===== src/hw/rtl/lmbm_pkg.sv =====
// ----------------------------------------------------------------------------
// lmbm_pkg
// shared constants and types of the label map boundary marker
// ----------------------------------------------------------------------------
package lmbm_pkg;

    localparam int LABEL_BITS     = 16;
    localparam int MAX_WIDTH      = 4096;
    localparam int MAX_HEIGHT     = 4096;
    localparam int ADDR_BITS      = $clog2(MAX_WIDTH);
    localparam int COUNT_BITS     = 12;
    localparam int SIZE_BITS      = 13;
    localparam int QUEUE_DEPTH    = 4;
    localparam int QUEUE_PTR_BITS = $clog2(QUEUE_DEPTH);
    localparam int QUEUE_CNT_BITS = $clog2(QUEUE_DEPTH + 1);

    localparam logic [SIZE_BITS-1:0] SIZE_MIN      = SIZE_BITS'(2);
    localparam logic [SIZE_BITS-1:0] WIDTH_MAX     = SIZE_BITS'(MAX_WIDTH);
    localparam logic [SIZE_BITS-1:0] HEIGHT_MAX    = SIZE_BITS'(MAX_HEIGHT);
    localparam logic [SIZE_BITS-1:0] WIDTH_RESET   = SIZE_BITS'(1024);
    localparam logic [SIZE_BITS-1:0] HEIGHT_RESET  = SIZE_BITS'(1024);

    localparam logic CFG_FRAME_WIDTH  = 1'b0;
    localparam logic CFG_FRAME_HEIGHT = 1'b1;

    typedef logic [LABEL_BITS-1:0] label_t;
    typedef logic [COUNT_BITS-1:0] count_t;

    typedef struct packed {
        label_t bottom_right;
        label_t top_right;
        count_t win_col;
        count_t win_row;
        logic   has_win;
        logic   frame_last;
    } item_t;

endpackage


===== src/hw/rtl/lmbm_back.sv =====
// ----------------------------------------------------------------------------
// lmbm_back
// window comparison, left and upper-left history and result register
// ----------------------------------------------------------------------------
module lmbm_back (
    input  logic              clk,
    input  logic              rst_n,
    input  logic              item_valid,
    output logic              item_ready,
    input  lmbm_pkg::item_t   item,
    output logic              win_valid,
    input  logic              win_ready,
    output logic [11:0]       win_col,
    output logic [11:0]       win_row,
    output logic              mark_top,
    output logic              mark_right,
    output logic              mark_bottom,
    output logic              mark_left,
    output logic              mark_center,
    output logic              frame_last
);
    import lmbm_pkg::*;

    label_t  left_reg;
    label_t  upper_left_reg;
    logic    out_valid_reg;
    logic    out_valid_next;
    logic    pop;
    logic    load;
    logic    eq_top;
    logic    eq_right;
    logic    eq_bottom;
    logic    eq_left;
    logic    alt;
    count_t  col_reg;
    count_t  row_reg;
    logic    top_reg;
    logic    right_reg;
    logic    bottom_reg;
    logic    left_mark_reg;
    logic    center_reg;
    logic    last_reg;

    assign item_ready = !item.has_win || !out_valid_reg || win_ready;
    assign pop        = item_valid && item_ready;
    assign load       = pop && item.has_win;

    assign eq_top    = upper_left_reg == item.top_right;
    assign eq_right  = item.top_right == item.bottom_right;
    assign eq_bottom = item.bottom_right == left_reg;
    assign eq_left   = left_reg == upper_left_reg;
    assign alt       = (eq_top != eq_right) && (eq_right != eq_bottom) &&
                       (eq_bottom != eq_left) && (eq_left != eq_top);

    always_comb
    begin
        out_valid_next = out_valid_reg;
        if (load)
            out_valid_next = 1'b1;
        else if (win_ready)
            out_valid_next = 1'b0;
    end

    always_ff @(posedge clk or negedge rst_n)
    begin
        if (!rst_n)
        begin
            left_reg       <= '0;
            upper_left_reg <= '0;
            out_valid_reg  <= 1'b0;
        end
        else
        begin
            if (pop)
            begin
                upper_left_reg <= item.top_right;
                left_reg       <= item.bottom_right;
            end
            out_valid_reg <= out_valid_next;
        end
    end

    always_ff @(posedge clk)
    begin
        if (load)
        begin
            col_reg       <= item.win_col;
            row_reg       <= item.win_row;
            top_reg       <= !eq_top;
            right_reg     <= !eq_right;
            bottom_reg    <= !eq_bottom;
            left_mark_reg <= !eq_left;
            center_reg    <= alt;
            last_reg      <= item.frame_last;
        end
    end

    assign win_valid   = out_valid_reg;
    assign win_col     = col_reg;
    assign win_row     = row_reg;
    assign mark_top    = top_reg;
    assign mark_right  = right_reg;
    assign mark_bottom = bottom_reg;
    assign mark_left   = left_mark_reg;
    assign mark_center = center_reg;
    assign frame_last  = last_reg;

endmodule


===== config.mk =====
export PLATFORM = sky130hd
export DESIGN_NAME = lmbm_back
export DESIGN_NICKNAME = d
export VERILOG_FILES = /design/src/hw/rtl/lmbm_pkg.sv /design/src/hw/rtl/lmbm_back.sv
export SDC_FILE = /design/constraint.sdc
export NUM_CORES = 1
export LEC_CHECK = 0
export BUFFER_PORTS_ARGS = -buffer_cell sky130_fd_sc_hd__buf_2
export CORE_MARGIN = 3
export CORE_UTILIZATION = 45
export DETAILED_ROUTE_END_ITERATION = 10
export HOLD_SLACK_MARGIN = 0.03
export PLACE_DENSITY = 0.83
export SLEW_MARGIN = 5
export SYNTH_ARGS = -nofsm -noshare
export SYNTH_HDL_FRONTEND = slang
export SYNTH_SLANG_ARGS = --single-unit

===== constraint.sdc =====
create_clock -name clk -period 1.6 [get_ports clk]
set_input_delay 0.08 -clock clk [delete_from_list [all_inputs] [get_ports clk]]
set_output_delay 0.08 -clock clk [all_outputs]
set_load 0.05 [all_outputs]

## Yosys cells after proc, flatten, opt, wreduce, memory -nomap -nowiden

Cells that the tools add are included.

- Add/subtract/negate cells: 0
- Multipliers: 0
- Divide/modulo/power cells: 0
- Magnitude comparators: 0
- Eq/ne operators: 8
- Shift-type cells: 0
- Muxes and demuxes: 2
- Bitwise operators: 0
- Reductions and logical operators: 14

Operators by type and width:

| kind | number |
|---|---|
| $eq A16 B16 Y1 | 4 |
| $logic_not A1 Y1 | 6 |
| $logic_and A1 B1 Y1 | 5 |
| $ne A1 B1 Y1 | 4 |
| $logic_or A1 B1 Y1 | 2 |
| $mux W1 | 2 |
| $reduce_bool A2 Y1 | 1 |

- Flip-flop bits (word level): 63
- Latch bits: 0
- RAM bits: 0
- Memory bits (read-only): 0
- Input port bits: 62
- Output and inout bits: 32
- Logic and storage cells: 35
- Memories: 0

## Logic depth before layout (Yosys ltp)

- Depth after elaboration: 6
- Gate-level depth with buffers: 5
- Gate-level depth less buffers: 5

## Worst setup path after synthesis

No wires, ideal clock.

- Path type: register to register
- Start: register out_valid_reg, in the netlist win_valid
- End: register last_reg, in the netlist frame_last (enable)
- Arrival time: 2.021 ns
- Required time: 1.210 ns
- Slack: -0.812 ns
- Cell stages (with the launch flop): 4
- Buffers on the path: 0
- Cells stage by stage: dfrtp_1 -> nor2b_1 -> nand2_1 -> and3_1

- Longest elaborated chain between the ends: 5

RTL lines:

| element | line | text |
|---|---|---|
| from (decl) | lmbm_back.sv:26 | `logic out_valid_reg;` |
| from (signal assigned) | lmbm_back.sv:79 | `out_valid_reg <= out_valid_next;` |
| $logic_not A1 Y1 | lmbm_back.sv:44 | `assign item_ready = !item.has_win \|\| !out_valid_reg \|\| win_ready;` |
| $logic_or A1 B1 Y1 (2 in series) | lmbm_back.sv:44 |  |
| net item_ready | lmbm_back.sv:9 | `output logic item_ready,` |
| $logic_and A1 B1 Y1 | lmbm_back.sv:45 | `assign pop = item_valid && item_ready;` |
| $logic_and A1 B1 Y1 | lmbm_back.sv:46 | `assign load = pop && item.has_win;` |
| net load | lmbm_back.sv:29 | `logic load;` |
| to (signal assigned) | lmbm_back.sv:94 | `last_reg <= item.frame_last;` |
| to (decl) | lmbm_back.sv:42 | `logic last_reg;` |

The timed path passes the listed nets, and every way through them passes these cells.
A chain may end at the register's enable or synchronous reset.

## Worst setup path after layout

- Start: register upper_left_reg[9]
- End: register center_reg, in the netlist mark_center, data pin

- Longest elaborated chain between the ends: 5
- Elaborated cells between the ends (all ways): 8

RTL lines:

| element | line | text |
|---|---|---|
| from (decl) | lmbm_back.sv:25 | `label_t upper_left_reg;` |
| from (signal assigned) | lmbm_back.sv:76 | `upper_left_reg <= item.top_right;` |
| $eq A16 B16 Y1 | lmbm_back.sv:48 | `assign eq_top = upper_left_reg == item.top_right;` |
| $ne A1 B1 Y1 | lmbm_back.sv:52 | `assign alt = (eq_top != eq_right) && (eq_right != eq_bottom) &&` |
| $logic_and A1 B1 Y1 (2 in series) | lmbm_back.sv:52 |  |
| $logic_and A1 B1 Y1 (*) | lmbm_back.sv:53 | `(eq_bottom != eq_left) && (eq_left != eq_top);` |
| net alt | lmbm_back.sv:34 | `logic alt;` |
| to (signal assigned) | lmbm_back.sv:93 | `center_reg <= alt;` |
| to (decl) | lmbm_back.sv:41 | `logic center_reg;` |

Mark *: on every way through the listed nets, which the timed path passes. The rest lies on a longest branch.

==> results.py <==
metrics = {
    "run_status": {
        "outcome": "finished with violations",
        "violations": "negative setup slack",
    },
    "floorplanning": {
        "rows": 28,
        "die_w_microns": 85.9,
        "die_h_microns": 85.9,
        "core-area_sq_mm": 0.00606,
        "io_pins": 94,
        "die-area_sq_mm": 0.00738,
        "initial_utilization_pct": 47.4,
    },
    "logic_synthesis": {
        "synth_top_family_by_area": "XOR/XNOR gates",
        "ys_seq_area_share_pct": 60.1,
        "ys_ff_latch": 63,
        "synth_area_per_cell_sq_um": 15.1,
        "ys_warn_count": 0,
        "synth_compound_area_share_pct": 0,
        "syn_inst": 190,
        "synth-simple-area-share_pct": 7.28,
        "synthMuxAreaShare_pct": 12.5,
        "post_synth_xor_area_fraction_pct": 19.5,
        "syn_nets": 252,
        "synth_area_sq_mm": 0.00287,
        "synthDistinctLibCells": 13,
        "synthAdderAreaFrac_pct": 0,
    },
    "critical_path": {
        "path_class": "register to register",
        "r2r-start": "upper_left_reg[9]",
        "cp.depth": 5,
        "worst-r2r-cell-count": 5,
        "crit_path_max_fanout": 3,
        "slowest_stage": "or4bb_1",
        "arrival_ns": 2.03,
        "required_ns": 1.80,
        "rrSetupSlack_ns": -0.23,
        "start_kind": "register",
        "end_kind": "register",
        "r2r-end": "mark_center",
        "cp_cell_sequence": "xor2_1 -> nor4_2 -> nand4_1 -> or4bb_1 -> nand2_1",
        "path_buf_inv": 0,
        "max_stage_delay_ns": 0.49,
        "crit_family": "simple AND/OR/NAND/NOR gates",
    },
    "drt": {
        "dr.pass1.iters": 4,
        "routedWlPerCell_microns": 16.2,
        "vias_per_cell": 4.86,
        "final_antenna_net_count": 0,
        "drc_errors": 0,
        "num_vias": 2104,
        "finalWirelength_microns": 7000,
        "drtIter0Drc": 63,
    },
    "final_layout": {
        "num_antenna_cells": 0,
        "drive_above_1_share_pct": 47.5,
        "syn_to_final_growth_pct": 49.5,
        "nNetsFinal": 415,
    },
    "power": {
        "p_seq_share_pct": 44.6,
        "vdd_ir_drop_max_v": 0.000745,
        "swShare_pct": 26.2,
        "p_int_mw": 3.22,
        "total_power_mw": 4.37,
        "power.density_mw_per_mm2": 1020,
        "p_leak_nw": 1.87,
        "pwr-share-comb_pct": 20.1,
        "pwr-share-clk_pct": 35.3,
        "p_switching_mw": 1.15,
    },
    "timing": {
        "final.setup.worst_slack_ns": -0.230,
        "slew_headroom_pct": 72.9,
        "post-route-min-period_ns": 1.83,
        "fin_worst_skew_ns": 0.00469,
        "tightest_slew_ns": 0.407,
        "hold_viol_final": 0,
        "fmax_mhz": 546,
        "setup_viol": 1,
        "period_share_pct": 114,
        "rsz0062_at_grt": "true",
        "slew_violations": 0,
    },
    "placed_design": {
        "io_buffer_count": 93,
        "post-dp-hpwl_microns": 4990,
        "dpl_worst_slack_ns": -0.234,
        "place_congestion": 0.817,
    },
    "clock_network": {
        "root_buffer": "clkbuf_8",
        "clkLatencyLatePin_ns": 0.33,
        "htree_num_levels": 3,
        "cts_sinks": 63,
        "clk_path_buf_depth": 2,
        "post_cts_buffers": 0,
        "numCtsBuffers": 9,
        "cts.clk_slew.worst_paths_ns": 0.07,
        "cts_tree": "done",
    },
    "hold_path": {
        "holdPathStages": 2,
        "holdPathEnd": "upper_left_reg[9]",
        "hold_path_class": "input pin to register",
        "min-delay-start": "item[35]",
    },
    "run": {
        "max-cap-violations": 0,
    },
    "global_route": {
        "grt.overflow.total": 0,
        "grtUsageTotal_pct": 19.7,
        "grt_pass1_wl_microns": 11000,
        "antenna_found_initial": 0,
        "first_global_vias": 2285,
        "grt_max_degree": 33,
    },
}
[power groups by stage]
stage / Combinational, mW / Clock (mW) / Sequential (mW)
2_1_floorplan: 0.367 / 0 / 2.08
3_3_place_gp: 0.754 / 0 / 1.97
3_5_place_dp: 0.777 / 0 / 1.98
4_1_cts: 0.873 / 1.58 / 1.95
5_1_grt: 0.945 / 1.64 / 1.96
6_report: 0.879 / 1.54 / 1.95
[what timing repair did]
action                                  in CTS  in global routing
gates resized for setup                      2                  2
endpoints found under the setup margin       1                  1
pin swaps                                    0                  1
hold endpoints to repair                    77                  0
cloned                                       0                  0
hold buffers                                45                  0
[worst max path at each step]
| stage | start | end | slack [ns] |
|---|---|---|---|
| global route | upper_left_reg[6] | mark_center | -0.30 |
| finish | upper_left_reg[9] | mark_center | -0.23 |
| detailed placement | upper_left_reg[0] | mark_center | -0.23 |
| floorplan | upper_left_reg[5] | mark_center | -0.006 |
| CTS | upper_left_reg[9] | mark_center | -0.23 |
| global placement | upper_left_reg[6] | mark_center | -0.23 |
[synth_stat cells]
| cell type | instances | area share (%) |
|---|---|---|
| nor2b_1 | 1 | 0.22 |
| nor4_2 | 5 | 2.2 |
| and3_1 | 1 | 0.22 |
| dfrtp_1 | 33 | 29 |
| buf_2 | 3 | 0.52 |
| edfxtp_1 | 30 | 31 |
| nor4_1 | 11 | 2.4 |
| or4bb_1 | 2 | 0.78 |
| mux2_2 | 32 | 13 |
| or2_2 | 1 | 0.22 |
| xor2_1 | 64 | 20 |
| nand4_1 | 4 | 0.87 |
| nand2_1 | 3 | 0.39 |
[metal layers]
metal / up-vias / global-route usage (%) / routed length [microns]
met5: - / 0 / 0
met4: 0 / 7.63 / 147
met3: 15 / 5.09 / 546
met2: 86 / 33.5 / 3370
met1: 989 / 23.9 / 2940
li1: 1014 / - / -
[metrics by stage]
step	area [sq um]	instances	hold slack (ns)	TNS, ns	util [%]
detailed placement	3600	372	0.0300	-0.234	59.4
floorplan	2910	190	-0.216	-0.00627	-
global route	4290	433	0.0404	-0.299	70.9
CTS	4280	433	0.0315	-0.231	70.6
finish	4290	433	0.0416	-0.230	70.9
global placement	3600	372	0.0271	-0.229	59.4
[logic make-up (layout without fill, tap and decap cells)]
logic type | after synthesis | count (layout)
buf+inv | 3 | 171
flops | 63 | 63
xor+xnor | 64 | 64
simple gates | 28 | 28
mux | 32 | 32
[area by class of cell]
cell class / instances / area (sq um)
clock buffer: 13 / 159
timing repair buffer: 155 / 1070
tap: 75 / 93.8
multi-input combinational: 124 / 1180
fill: 404 / 1770
clock inverter: 3 / 65.1
sequential: 63 / 1730
[placed cells by master, fill, tap and decap left out, types with 2 or more instances in the layout]
cell type,n
dlygate4sd3_1,45
clkbuf_1,2
dfrtp_1,32
buf_4,14
bufinv_16,2
buf_2,93
xor2_1,64
nor4_2,8
clkbuf_8,11
or4bb_1,2
nand2_4,2
buf_12,2
edfxtp_1,30
nand4_1,4
nor4_1,8
mux2_2,32
Power figures use the tool's default switching activity.
