**src/hw/rtl/lmbm_pkg.sv**
```systemverilog
// ----------------------------------------------------------------------------
// lmbm_pkg
// shared constants and types of the label map boundary marker
// ----------------------------------------------------------------------------
package lmbm_pkg;

    localparam int LABEL_BITS     = 16;
    localparam int MAX_WIDTH      = 4096;
    localparam int MAX_HEIGHT     = 4096;
    localparam int ADDR_BITS      = $clog2(MAX_WIDTH);
    localparam int COUNT_BITS     = 12;
    localparam int SIZE_BITS      = 13;
    localparam int QUEUE_DEPTH    = 4;
    localparam int QUEUE_PTR_BITS = $clog2(QUEUE_DEPTH);
    localparam int QUEUE_CNT_BITS = $clog2(QUEUE_DEPTH + 1);

    localparam logic [SIZE_BITS-1:0] SIZE_MIN      = SIZE_BITS'(2);
    localparam logic [SIZE_BITS-1:0] WIDTH_MAX     = SIZE_BITS'(MAX_WIDTH);
    localparam logic [SIZE_BITS-1:0] HEIGHT_MAX    = SIZE_BITS'(MAX_HEIGHT);
    localparam logic [SIZE_BITS-1:0] WIDTH_RESET   = SIZE_BITS'(1024);
    localparam logic [SIZE_BITS-1:0] HEIGHT_RESET  = SIZE_BITS'(1024);

    localparam logic CFG_FRAME_WIDTH  = 1'b0;
    localparam logic CFG_FRAME_HEIGHT = 1'b1;

    typedef logic [LABEL_BITS-1:0] label_t;
    typedef logic [COUNT_BITS-1:0] count_t;

    typedef struct packed {
        label_t bottom_right;
        label_t top_right;
        count_t win_col;
        count_t win_row;
        logic   has_win;
        logic   frame_last;
    } item_t;

endpackage

```
**src/hw/rtl/lmbm_queue.sv**
```systemverilog
// ----------------------------------------------------------------------------
// lmbm_queue
// short first-in first-out queue between the front and back parts
// ----------------------------------------------------------------------------
module lmbm_queue (
    input  logic              clk,
    input  logic              rst_n,
    input  logic              push_valid,
    output logic              push_ready,
    input  lmbm_pkg::item_t   push_item,
    output logic              pop_valid,
    input  logic              pop_ready,
    output lmbm_pkg::item_t   pop_item
);
    import lmbm_pkg::*;

    item_t                      entry_reg [QUEUE_DEPTH];
    logic [QUEUE_PTR_BITS-1:0]  wr_ptr_reg;
    logic [QUEUE_PTR_BITS-1:0]  rd_ptr_reg;
    logic [QUEUE_CNT_BITS-1:0]  count_reg;
    logic [QUEUE_CNT_BITS-1:0]  count_next;
    logic                       push;
    logic                       pop;

    assign push_ready = count_reg != QUEUE_CNT_BITS'(QUEUE_DEPTH);
    assign pop_valid  = count_reg != '0;
    assign push       = push_valid && push_ready;
    assign pop        = pop_valid && pop_ready;
    assign pop_item   = entry_reg[rd_ptr_reg];

    always_comb
    begin
        count_next = count_reg;
        if (push && !pop)
            count_next = count_reg + QUEUE_CNT_BITS'(1);
        else if (pop && !push)
            count_next = count_reg - QUEUE_CNT_BITS'(1);
    end

    always_ff @(posedge clk or negedge rst_n)
    begin
        if (!rst_n)
        begin
            wr_ptr_reg <= '0;
            rd_ptr_reg <= '0;
            count_reg  <= '0;
        end
        else
        begin
            if (push)
                wr_ptr_reg <= wr_ptr_reg + QUEUE_PTR_BITS'(1);
            if (pop)
                rd_ptr_reg <= rd_ptr_reg + QUEUE_PTR_BITS'(1);
            count_reg <= count_next;
        end
    end

    always_ff @(posedge clk)
    begin
        if (push)
            entry_reg[wr_ptr_reg] <= push_item;
    end

endmodule

```
**config.mk**
```make
export PLATFORM = sky130hd
export DESIGN_NAME = lmbm_queue
export DESIGN_NICKNAME = d
export VERILOG_FILES = /design/src/hw/rtl/lmbm_pkg.sv /design/src/hw/rtl/lmbm_queue.sv
export SDC_FILE = /design/constraint.sdc
export NUM_CORES = 1
export LEC_CHECK = 0
export ABC_AREA = 1
export BUFFER_PORTS_ARGS = -buffer_cell sky130_fd_sc_hd__clkbuf_2
export CAP_MARGIN = 10
export CORE_UTILIZATION = 52
export DETAILED_ROUTE_END_ITERATION = 8
export GPL_TIMING_DRIVEN = 0
export PLACE_DENSITY = 0.75
export RECOVER_POWER = 100
export SYNTH_ARGS = -nofsm -noshare
export SYNTH_HDL_FRONTEND = slang
export SYNTH_SLANG_ARGS = --single-unit
```
**constraint.sdc**
```tcl
create_clock -name clk -period 3.3 [get_ports clk]
set_input_delay 0.33 -clock clk [delete_from_list [all_inputs] [get_ports clk]]
set_output_delay 0.33 -clock clk [all_outputs]
set_load 0.02 [all_outputs]
```
Yosys cells after proc, flatten, opt, wreduce, memory -nomap -nowiden
Memory sizes are Yosys's and may differ from the RTL's.
Index checks and enable logic that the tools add are counted.
W data, S select, Z words.
- add/sub/neg operators: 4
- equality and inequality tests: 1
- mux-type cells: 4
- reduce and logical (&&, ||, !) cells: 8
- operators with widths (operator ; number):
    $mux W3 ; 2
    $add A2 B1 Y2 const B ; 2
    $logic_and A1 B1 Y1 ; 4
    $add A3 B1 Y3 const B ; 1
    $ne A3 B3 Y1 const B ; 1
    $reduce_bool A3 Y1 ; 1
    $sub A3 B1 Y3 const B ; 1
    $logic_not A1 Y1 ; 2
    $mux W1 ; 2
    $reduce_bool A2 Y1 ; 1
- bits in registers: 7
- memory bits (writable): 232
- bits of input ports: 62
- output and inout port bits: 60
- word-level logic and storage cells: 21
- memories kept: 1
- memory list (memory ; words ; width ; read ports ; clocked after Yosys merged registers in ; write ports ; line ; RTL):
    entry_reg ; 4 ; 58 ; 1 ; 0 ; 1 ; lmbm_queue.sv:17 ; item_t entry_reg [QUEUE_DEPTH];

Longest topological paths before layout
Gate-level depths: netlist (run 1).
- depth after elaboration: 6
- mapped depth: 12
- gate-level depth less buffers: 12

Worst setup path after synthesis (run 1)
No wires, ideal clock.
- path kind: reg-to-reg
- from: register count_reg[0]
- to: memory entry_reg[0][0] (netlist name), enable pin
- library setup time: 474 ps
- arrival time: 3350 ps
- required time: 2826 ps
- path slack: -524 ps
- stages on the path, launching flop included: 5
- buffers on the path: 0
- clock period less this slack: 3824 ps
- cell sequence: dfrtp_1 -> inv_2 -> nand3_1 -> nand2_1 -> nor2_1
- cells in the longest elaborated chain, start to end: 4
- ends and longest elaborated chain (item ; line ; RTL):
    start, declared ; lmbm_queue.sv:20 ; logic [QUEUE_CNT_BITS-1:0] count_reg;
    start signal, assigned ; lmbm_queue.sv:54 ; count_reg <= count_next;
    $ne A3 B3 Y1 ; lmbm_queue.sv:25 ; assign push_ready = count_reg != QUEUE_CNT_BITS'(QUEUE_DEPTH);
    via push_ready ; lmbm_queue.sv:9 ; output logic push_ready,
    $logic_and A1 B1 Y1 ; lmbm_queue.sv:27 ; assign push = push_valid && push_ready;
    $mux W1 ; lmbm_queue.sv:60 ; if (push)
    $mux W1 (implied by the code) ; lmbm_queue.sv:61 ; entry_reg[wr_ptr_reg] <= push_item;
    end, declared ; lmbm_queue.sv:17 ;
The timed path passes the listed nets, and every way through them passes these cells.

==> results of run 1 <==
==> cells in the final DEF (no fill, tap or decap), drive strengths merged <==
master,netlist,final
dfrtp,7,7
nand4,1,1
dlygate4sd3,0,1
o211ai,116,116
xnor2,1,1
nand3,7,7
o21ai,1,1
inv,131,131
edfxtp,232,232
fa,1,1
bufinv,0,2
clkbuf,4,158
nand2,192,192
clkinv,0,11
buf,34,39
nor2,4,4
ha,5,5
==> worst max-delay path, cell delays in order (launching register included) <==
cell      delay, ns
dfrtp_1        0.42
inv_4          0.15
clkbuf_1       0.58
buf_6          0.28
o211ai_2       0.09
nand2_1        0.12
clkbuf_1       0.24
==> final timing paths <==
kind | cells after the start | startpoint | endpoint
setup / recovery | 6 | rd_ptr_reg[0] | pop_item[54]
hold / removal | 1 | push_item[19] | entry_reg[3][19]
setup reg to reg | 6 | count_reg[0] | entry_reg[2][18]
hold reg to reg | 2 | count_reg[2] | count_reg[2]
max in group asynchronous | 2 | rst_n | rd_ptr_reg[1]
min in group asynchronous | 2 | rst_n | count_reg[2]
==> power by group <==
group          switching (µW)  internal, µW
registers                 165          3990
clock network            1080          1530
logic                    3050          1310
==> logic make-up after synthesis <==
kind of cell               Yosys count
AOI/OAI and AO/OA                  117
and+or+nand+nor                    204
buffers and inverters              169
DFF                                239
adders and majority gates            6
xor gates and xnor gates             1
==> metal layers <==
layer	vias to the layer above	part of all wire [%]	routed length, µm	track usage, %
li1	2870	-	-	-
met1	2900	43	8640	27.9
met2	191	49	9840	35.9
met3	31	6.6	1330	3.40
met4	0	1.5	306	5.72
met5	-	0	0	0
==> through the flow <==
stage / hold WS, ns / TNS [ns] / cells / cell area, µm²
6_report: 0.0673 / 0 / 1169 / 11700
3_5_place_dp: 0.177 / 0 / 1125 / 11200
5_1_grt: 0.0756 / 0 / 1169 / 11700
3_3_place_gp: 0.183 / -526.54 / 1117 / 11000
2_1_floorplan: 0.0344 / -121.65 / 736 / 10000
4_1_cts: 0.0127 / 0 / 1169 / 11900
==> layout make-up <==
class	instances	area, µm²
Clock buffer	30	644
Timing Repair Buffer	130	604
Clock inverter	13	109
Buffer	38	300
Fill cell	1482	7110
Inverter	131	494
Sequential cell	239	7140
Tap cell	260	325
Multi-Input combinational cell	328	2100
==> repair_timing <==
item                                   CTS  global route
endpoints found under the hold margin    7             0
buffers inserted                         0             0
hold buffers                             1             0
==> results.ini, run 1 <==
[route]
ant_nets = 0
drt-pass1-iter-count = 5
drc = 0
wl_per_cell_um = 17.2
wirelength_um = 20100
drt_iter0_markers = 327
via_per_inst = 5.13
num_vias = 5992

[critical_path]
crit_fanout = 10
r2r_slack_ns = 0.61
start_kind = flop
critPathRequiredTime_ns = 2.97
crit_type = reg2out
crit_path_end_kind = primary output
worstPathArrival_ns = 2.40

[placement]
pre_cts_ws_ns = 1.04
place.gp.congestion = 0.743
port_buffers = 121
hpwl_um = 13000

[synth]
synth_top_family_by_area = compound AO/OA/AOI/OAI gates
ys_ff_latch = 239
yosysUniqueCellTypes = 19
synth_area_leader_cell = edfxtp_1
synthAdderAreaFrac_pct = 0.823
synth-edff-count = 232
syn-num-nets = 804
synth_top_area_share_pct = 69.4
syn_area_per_cell_um2 = 13.6
synth_compound_area_share_pct = 12.2
synth_warnings = 0
synthMuxAreaShare_pct = 0
synth-simple-area-share_pct = 7.74
yosys-top-cells-count = edfxtp_1, nand2_1, inv_1, o211ai_2, o211ai_1
synth_xor_area_share_pct = 0.0873
synth.area.top_cells = edfxtp_1, o211ai_2, nand2_1, inv_1, o211ai_1
ys_seq_area_share_pct = 71.2
syn_area_um2 = 10000
synth.most_common_cell = edfxtp_1
synthFlopType = edfxtp_1
synthArstFlopShare_pct = 2.93
synthCells = 736

[floorplan]
die_y_um = 141
io_pins = 122
rows = 50
core_area_um2 = 18800
die_x_um = 141
die-area_um2 = 19900
initial_core_util_pct = 53.3

[clock_network]
root_buffer = clkbuf_16
clock_latency_ns = 0.52
cts-buffers-inserted = 25
clk_pin_slew_worst_paths_ns = 0.06
clkSinkCount = 239
htree_levels = 1
ctsResizeCount = 0
cts_tree = done
cts_buffer_depth = 3

[final_layout]
nets = 961
area_growth_pct = 16.8
largest_register_ffs = 232
n_antenna_cell = 0
drive_above_1_share_pct = 16.5
fin_util_pct = 62.3

[grt]
grt_max_degree = 28
grt_pass1_wl_um = 31700
antenna_found_initial = 0
grt.overflow.total = 0
grt_pass1_vias = 6032
grtUsageTotal_pct = 21.0

[hold_path]
hold_class = in2reg

[sta]
layout_setup_ws_ns = 0.570
slew_violations = 0
finalHoldViolations = 0
fmax_mhz = 366
fin_crit_ns = 2.73
rsz0062_at_grt = no
fin_skew_ns = 0.0120
post-route-period-util_pct = 82.7
slew_headroom_pct = 16.8
worst_pin_slew_ns = 1.24
setup_violations = 0

[power]
p_total_uw = 11100
leakage_uw = 0.00459
peakVddDrop_mv = 0.646
p_per_area_nw_per_um2 = 949

[outcome]
status = completed

[job]
cap_violations = 0

Power figures use the tool's default switching activity.
==> run 2: changes to the inputs <==
Settings changed: CORE_UTILIZATION 52 to 58, PLACE_DENSITY 0.75 to 0.8.
Clock period 3.3 ns to 2.6 ns, I/O delays scaled along.
==> results.ini, run 2 (same netlist as run 1, synthesis figures left out) <==
[sta]
finalHoldViolations = 0
post-route-period-util_pct = 91.7
worst_pin_slew_ns = 0.872
fin_skew_ns = 0.00673
setup_violations = 0
slew_headroom_pct = 41.9
fin_crit_ns = 2.38
fmax_mhz = 419
slew_violations = 0
setup_tns_ns = 0
rsz0062_at_grt = no
whs_ns = 0.0233

[route]
wl_met3_um = 1110
num_vias = 6245
wl_met2_um = 11000
highest_layer = met4
drt_iter0_markers = 374
drt-pass1-iter-count = 4
wl_met1_um = 8560
via_per_inst = 5.27
ant_nets = 0
drc = 0
wl_per_cell_um = 17.9
wirelength_um = 21200

[floorplan]
die_y_um = 134
initial_core_util_pct = 59.9
die-area_um2 = 17800
io_pins = 122
rows = 47
die_x_um = 134
core_area_um2 = 16800

[power]
p_total_uw = 14300
peakVddDrop_mv = 0.794
p_per_area_nw_per_um2 = 1160
leakage_uw = 0.00484

[critical_path]
crit_fanout = 10
cpMostUsedCell = clkbuf_1
crit_type = reg2out
start_kind = flop
critPathRequiredTime_ns = 2.34
cp_cell_sequence = inv_4 -> clkbuf_1 -> o211ai_1 -> nand2_1 -> clkbuf_1
max_stage_delay_ns = 0.48
slowest_stage = clkbuf_1
worstPathArrival_ns = 2.12
path_buf_inv = 3
critical_path.top_delay_family = buffers and inverters
crit_path_end_kind = primary output

[job]
cap_violations = 0

[placement]
hpwl_um = 12600
place.gp.congestion = 0.717
port_buffers = 121

[clock_network]
clk_pin_slew_worst_paths_ns = 0.06
root_buffer = clkbuf_16
clkSinkCount = 239
ctsResizeCount = 0
cts_tree = done
htree_levels = 1
cts-buffers-inserted = 24
cts_buffer_depth = 3
clock_latency_ns = 0.50
cts_setup_buffers = 0

[grt]
grtUsageTotal_pct = 24.1
grt_max_degree = 30
grt_pass1_vias = 6417
grt.overflow.total = 0
antenna_found_initial = 0
grt_pass1_wl_um = 32600

[final_layout]
drive_above_1_share_pct = 15.8
n_antenna_cell = 0
nets = 1017
fin_util_pct = 73.1
largest_register_ffs = 232
nFillCells = 1109
mostFrequentLayoutCells = edfxtp_1, nand2_1, inv_1
final_common_cell = edfxtp_1
area_growth_pct = 22.1

[hold_path]
hold_class = in2reg

[outcome]
status = completed

-- run 2: cell types whose count changed in the layout (fill, tap and decap cells not counted), moves of 2 or more --
| cell | delta |
|---|---|
| dlygate4sd3_1 | +57 |
| clkinv_1 | -4 |
| buf_12 | -3 |
| buf_6 | +3 |
| buf_1 | -2 |
| clkbuf_2 | +2 |
| inv_1 | +2 |
| nor2_2 | +2 |
-- run 2: timing repair --
action                                  in CTS  in global routing
endpoints found under the hold margin      235                  0
hold buffers                                58                  0
endpoints found under the setup margin       0                  0
-- run 2: where the power goes --
part,switching (µW),total (µW),internal [µW]
Clock,1330,3370,2040
Combinational,3880,5600,1720
Sequential,218,5290,5070
-- run 2: stage by stage --
step                      std cells  instance area, µm²  setup WS, ns
after CTS                      1184               12500         0.228
after global placement         1077               10900         -1.32
after floorplan                 736               10000        -0.303
final                          1184               12300         0.215
after global routing           1184               12300        0.0804
after detailed placement       1085               11100         0.327
-- run 2: worst register-to-register path, cell delays in order, from the launching register on --
cell and delay, ns:
dfrtp_1 0.42, inv_1 0.09, nand3_1 0.15, nand2_1 0.25, nor2_2 0.67, buf_6 0.38
-- run 2: layout make-up --
type / count / area, µm² / share of cell area (%)
Clock inverter: 10 / 119 / 0.970
Timing Repair Buffer: 187 / 1170 / 9.54
Clock buffer: 31 / 648 / 5.29
Buffer: 38 / 307 / 2.50
Tap cell: 220 / 275 / 2.25
Sequential cell: 239 / 7140 / 58.3
Inverter: 131 / 494 / 4.03
Multi-Input combinational cell: 328 / 2100 / 17.1
-- run 2: final timing paths --
check | cells after the start | endpoint | slack (ns) | start
hold / removal | 3 | wr_ptr_reg[1] | 0.02 | push_valid
setup / recovery | 5 | pop_item[53] | 0.22 | rd_ptr_reg[0]
hold reg to reg | 2 | count_reg[2] | 0.53 | count_reg[2]
max in group asynchronous | 2 | count_reg[0] | 2.06 | rst_n
setup reg to reg | 5 | entry_reg[3][23] | 0.30 | count_reg[0]
min in group asynchronous | 2 | count_reg[2] | 0.22 | rst_n
-- run 2: layer usage --
metal  GRT usage [%]  vias to the layer above
met4            8.40                        0
met3            3.31                       40
met2            42.9                      213
met5               0                        -
met1            30.2                     3017
li1                -                     2975
==> run 3: changes to the inputs <==
==> constraint.sdc (replaced) <==
create_clock -name clk -period 2.6 [get_ports clk]
set_input_delay 0.26 -clock clk [delete_from_list [all_inputs] [get_ports clk]]
set_output_delay 0.26 -clock clk [all_outputs]
set_load 0.05 [all_outputs]
==> results.ini, run 3 (same netlist as run 1, synthesis figures left out) <==
[power]
peakVddDrop_mv = 0.949
p_per_area_nw_per_um2 = 1300
leakage_uw = 0.00494

[critical_path]
crit_type = reg2out
crit_start = rd_ptr_reg[0]
reg2reg_from = count_reg[0]
start_kind = flop
critPathRequiredTime_ns = 2.34
crit_path_end_kind = primary output
crit_fanout = 10
worstPathArrival_ns = 2.18

[final_layout]
drive_above_1_share_pct = 18.9
nFillCells = 1102
mostFrequentLayoutCells = edfxtp_1, nand2_1, inv_1
nets = 1017
area_growth_pct = 21.8
largest_register_ffs = 232
fin_area_um2 = 12200
n_antenna_cell = 0
final_common_cell = edfxtp_1

[clock_network]
clkSinkCount = 239
ctsResizeCount = 0
cts_setup_buffers = 0
cts_tree = done
htree_levels = 1
cts-buffers-inserted = 24
root_buffer = clkbuf_16
clk_pin_slew_worst_paths_ns = 0.06
cts_buffer_depth = 3
clock_latency_ns = 0.50

[placement]
postPlaceCellArea_um2 = 11100
pre_cts_ws_ns = 0.327
hpwl_um = 12600
place.gp.congestion = 0.717
port_buffers = 121

[route]
drt-pass1-iter-count = 5
drc = 0
via_per_inst = 5.30
ant_nets = 0
wl_per_cell_um = 17.8
drt_iter0_markers = 398
highest_layer = met4
wl_met2_um = 10900
wl_met3_um = 1190
wirelength_um = 21100
num_vias = 6275
wl_met1_um = 8440

[hold_path]
hp-start = push_valid
hold_class = in2reg

[grt]
grt_pass1_wl_um = 32600
grt.overflow.total = 0
grt_max_degree = 30
grt_pass1_vias = 6417
grtUsageTotal_pct = 24.1
antenna_found_initial = 0

[floorplan]
io_pins = 122
die_x_um = 134
rows = 47
core_area_um2 = 16800
initial_core_util_pct = 59.9
die-area_um2 = 17800
die_y_um = 134

[sta]
slew_headroom_pct = 40.9
worst_pin_slew_ns = 0.885
fin_skew_ns = 0.00625
setup_violations = 0
slew_violations = 0
fin_crit_ns = 2.44
finalHoldViolations = 0
post-route-period-util_pct = 93.9
rsz0062_at_grt = no
whs_ns = 0.0235
layout_setup_ws_ns = 0.159
fmax_mhz = 410

[job]
cap_violations = 0

[outcome]
status = completed

## run 3: cell types whose count changed in the layout (fill, tap and decap cells not counted)
cell,delta
clkbuf_1,-51
buf_2,-6
buf_12,+1
inv_2,+1
o211ai_2,-20
clkbuf_2,+55
buf_6,-2
inv_1,-1
o211ai_1,+20
buf_1,+2
buf_4,+1
## run 3: routing by layer
layer  global-route usage [%]  vias to the layer above
li1                         -                     2974
met1                     30.2                     3024
met2                     42.9                      235
met3                     3.31                       42
met4                     8.40                        0
met5                        0                        -
## run 3: path summary, 6_finish.rpt
kind | end | slack (ns) | cells past startpoint
max reg2reg | entry_reg[1][23] | 0.22 | 6
min reg2reg | count_reg[2] | 0.53 | 2
min | wr_ptr_reg[1] | 0.02 | 3
max | pop_item[26] | 0.16 | 6
min in group asynchronous | count_reg[2] | 0.22 | 2
max in group asynchronous | count_reg[0] | 2.07 | 2
## run 3: power by group
| part | switching (µW) | internal, µW | total [µW] |
|---|---|---|---|
| clock network | 1330 | 2040 | 3370 |
| logic | 5390 | 1820 | 7210 |
| registers | 213 | 5070 | 5280 |
| total | 6940 | 8930 | 15900 |
## run 3: final cells by class
class,instances,area (µm²),share of cell area (%)
clock buffers,31,648,5.31
repair buffers,187,1230,10.1
clock inverters,10,119,0.973
well taps,220,275,2.25
plain buffers,38,307,2.51
multi-input cells,328,2000,16.3
flip-flops and latches,239,7140,58.5
inverters,131,494,4.05
## run 3: worst max-delay path: stages, from the launching register on
cell and delay [ns]:
dfrtp_1 0.43, inv_4 0.15, clkbuf_1 0.47, nand2_1 0.13, o211ai_1 0.13, nand2_1 0.11
clkbuf_2 0.25
## run 3: per-stage QoR
stage | utilization [%] | std cells | TNS [ns] | power (µW)
after CTS | 74.3 | 1184 | 0 | 16100
after detailed placement | 66.3 | 1085 | 0 | 12700
after global placement | 65.2 | 1077 | -297.26 | 12500
after global routing | 72.9 | 1184 | 0 | 16600
final | 72.9 | 1184 | 0 | 15900
after floorplan | - | 736 | -142.28 | 10800
## run 3: timing repair
| item | in CTS | in global routing |
|---|---|---|
| hold buffers | 58 | 0 |
| endpoints found under the hold margin | 235 | 0 |
| endpoints found under the setup margin | 0 | 0 |
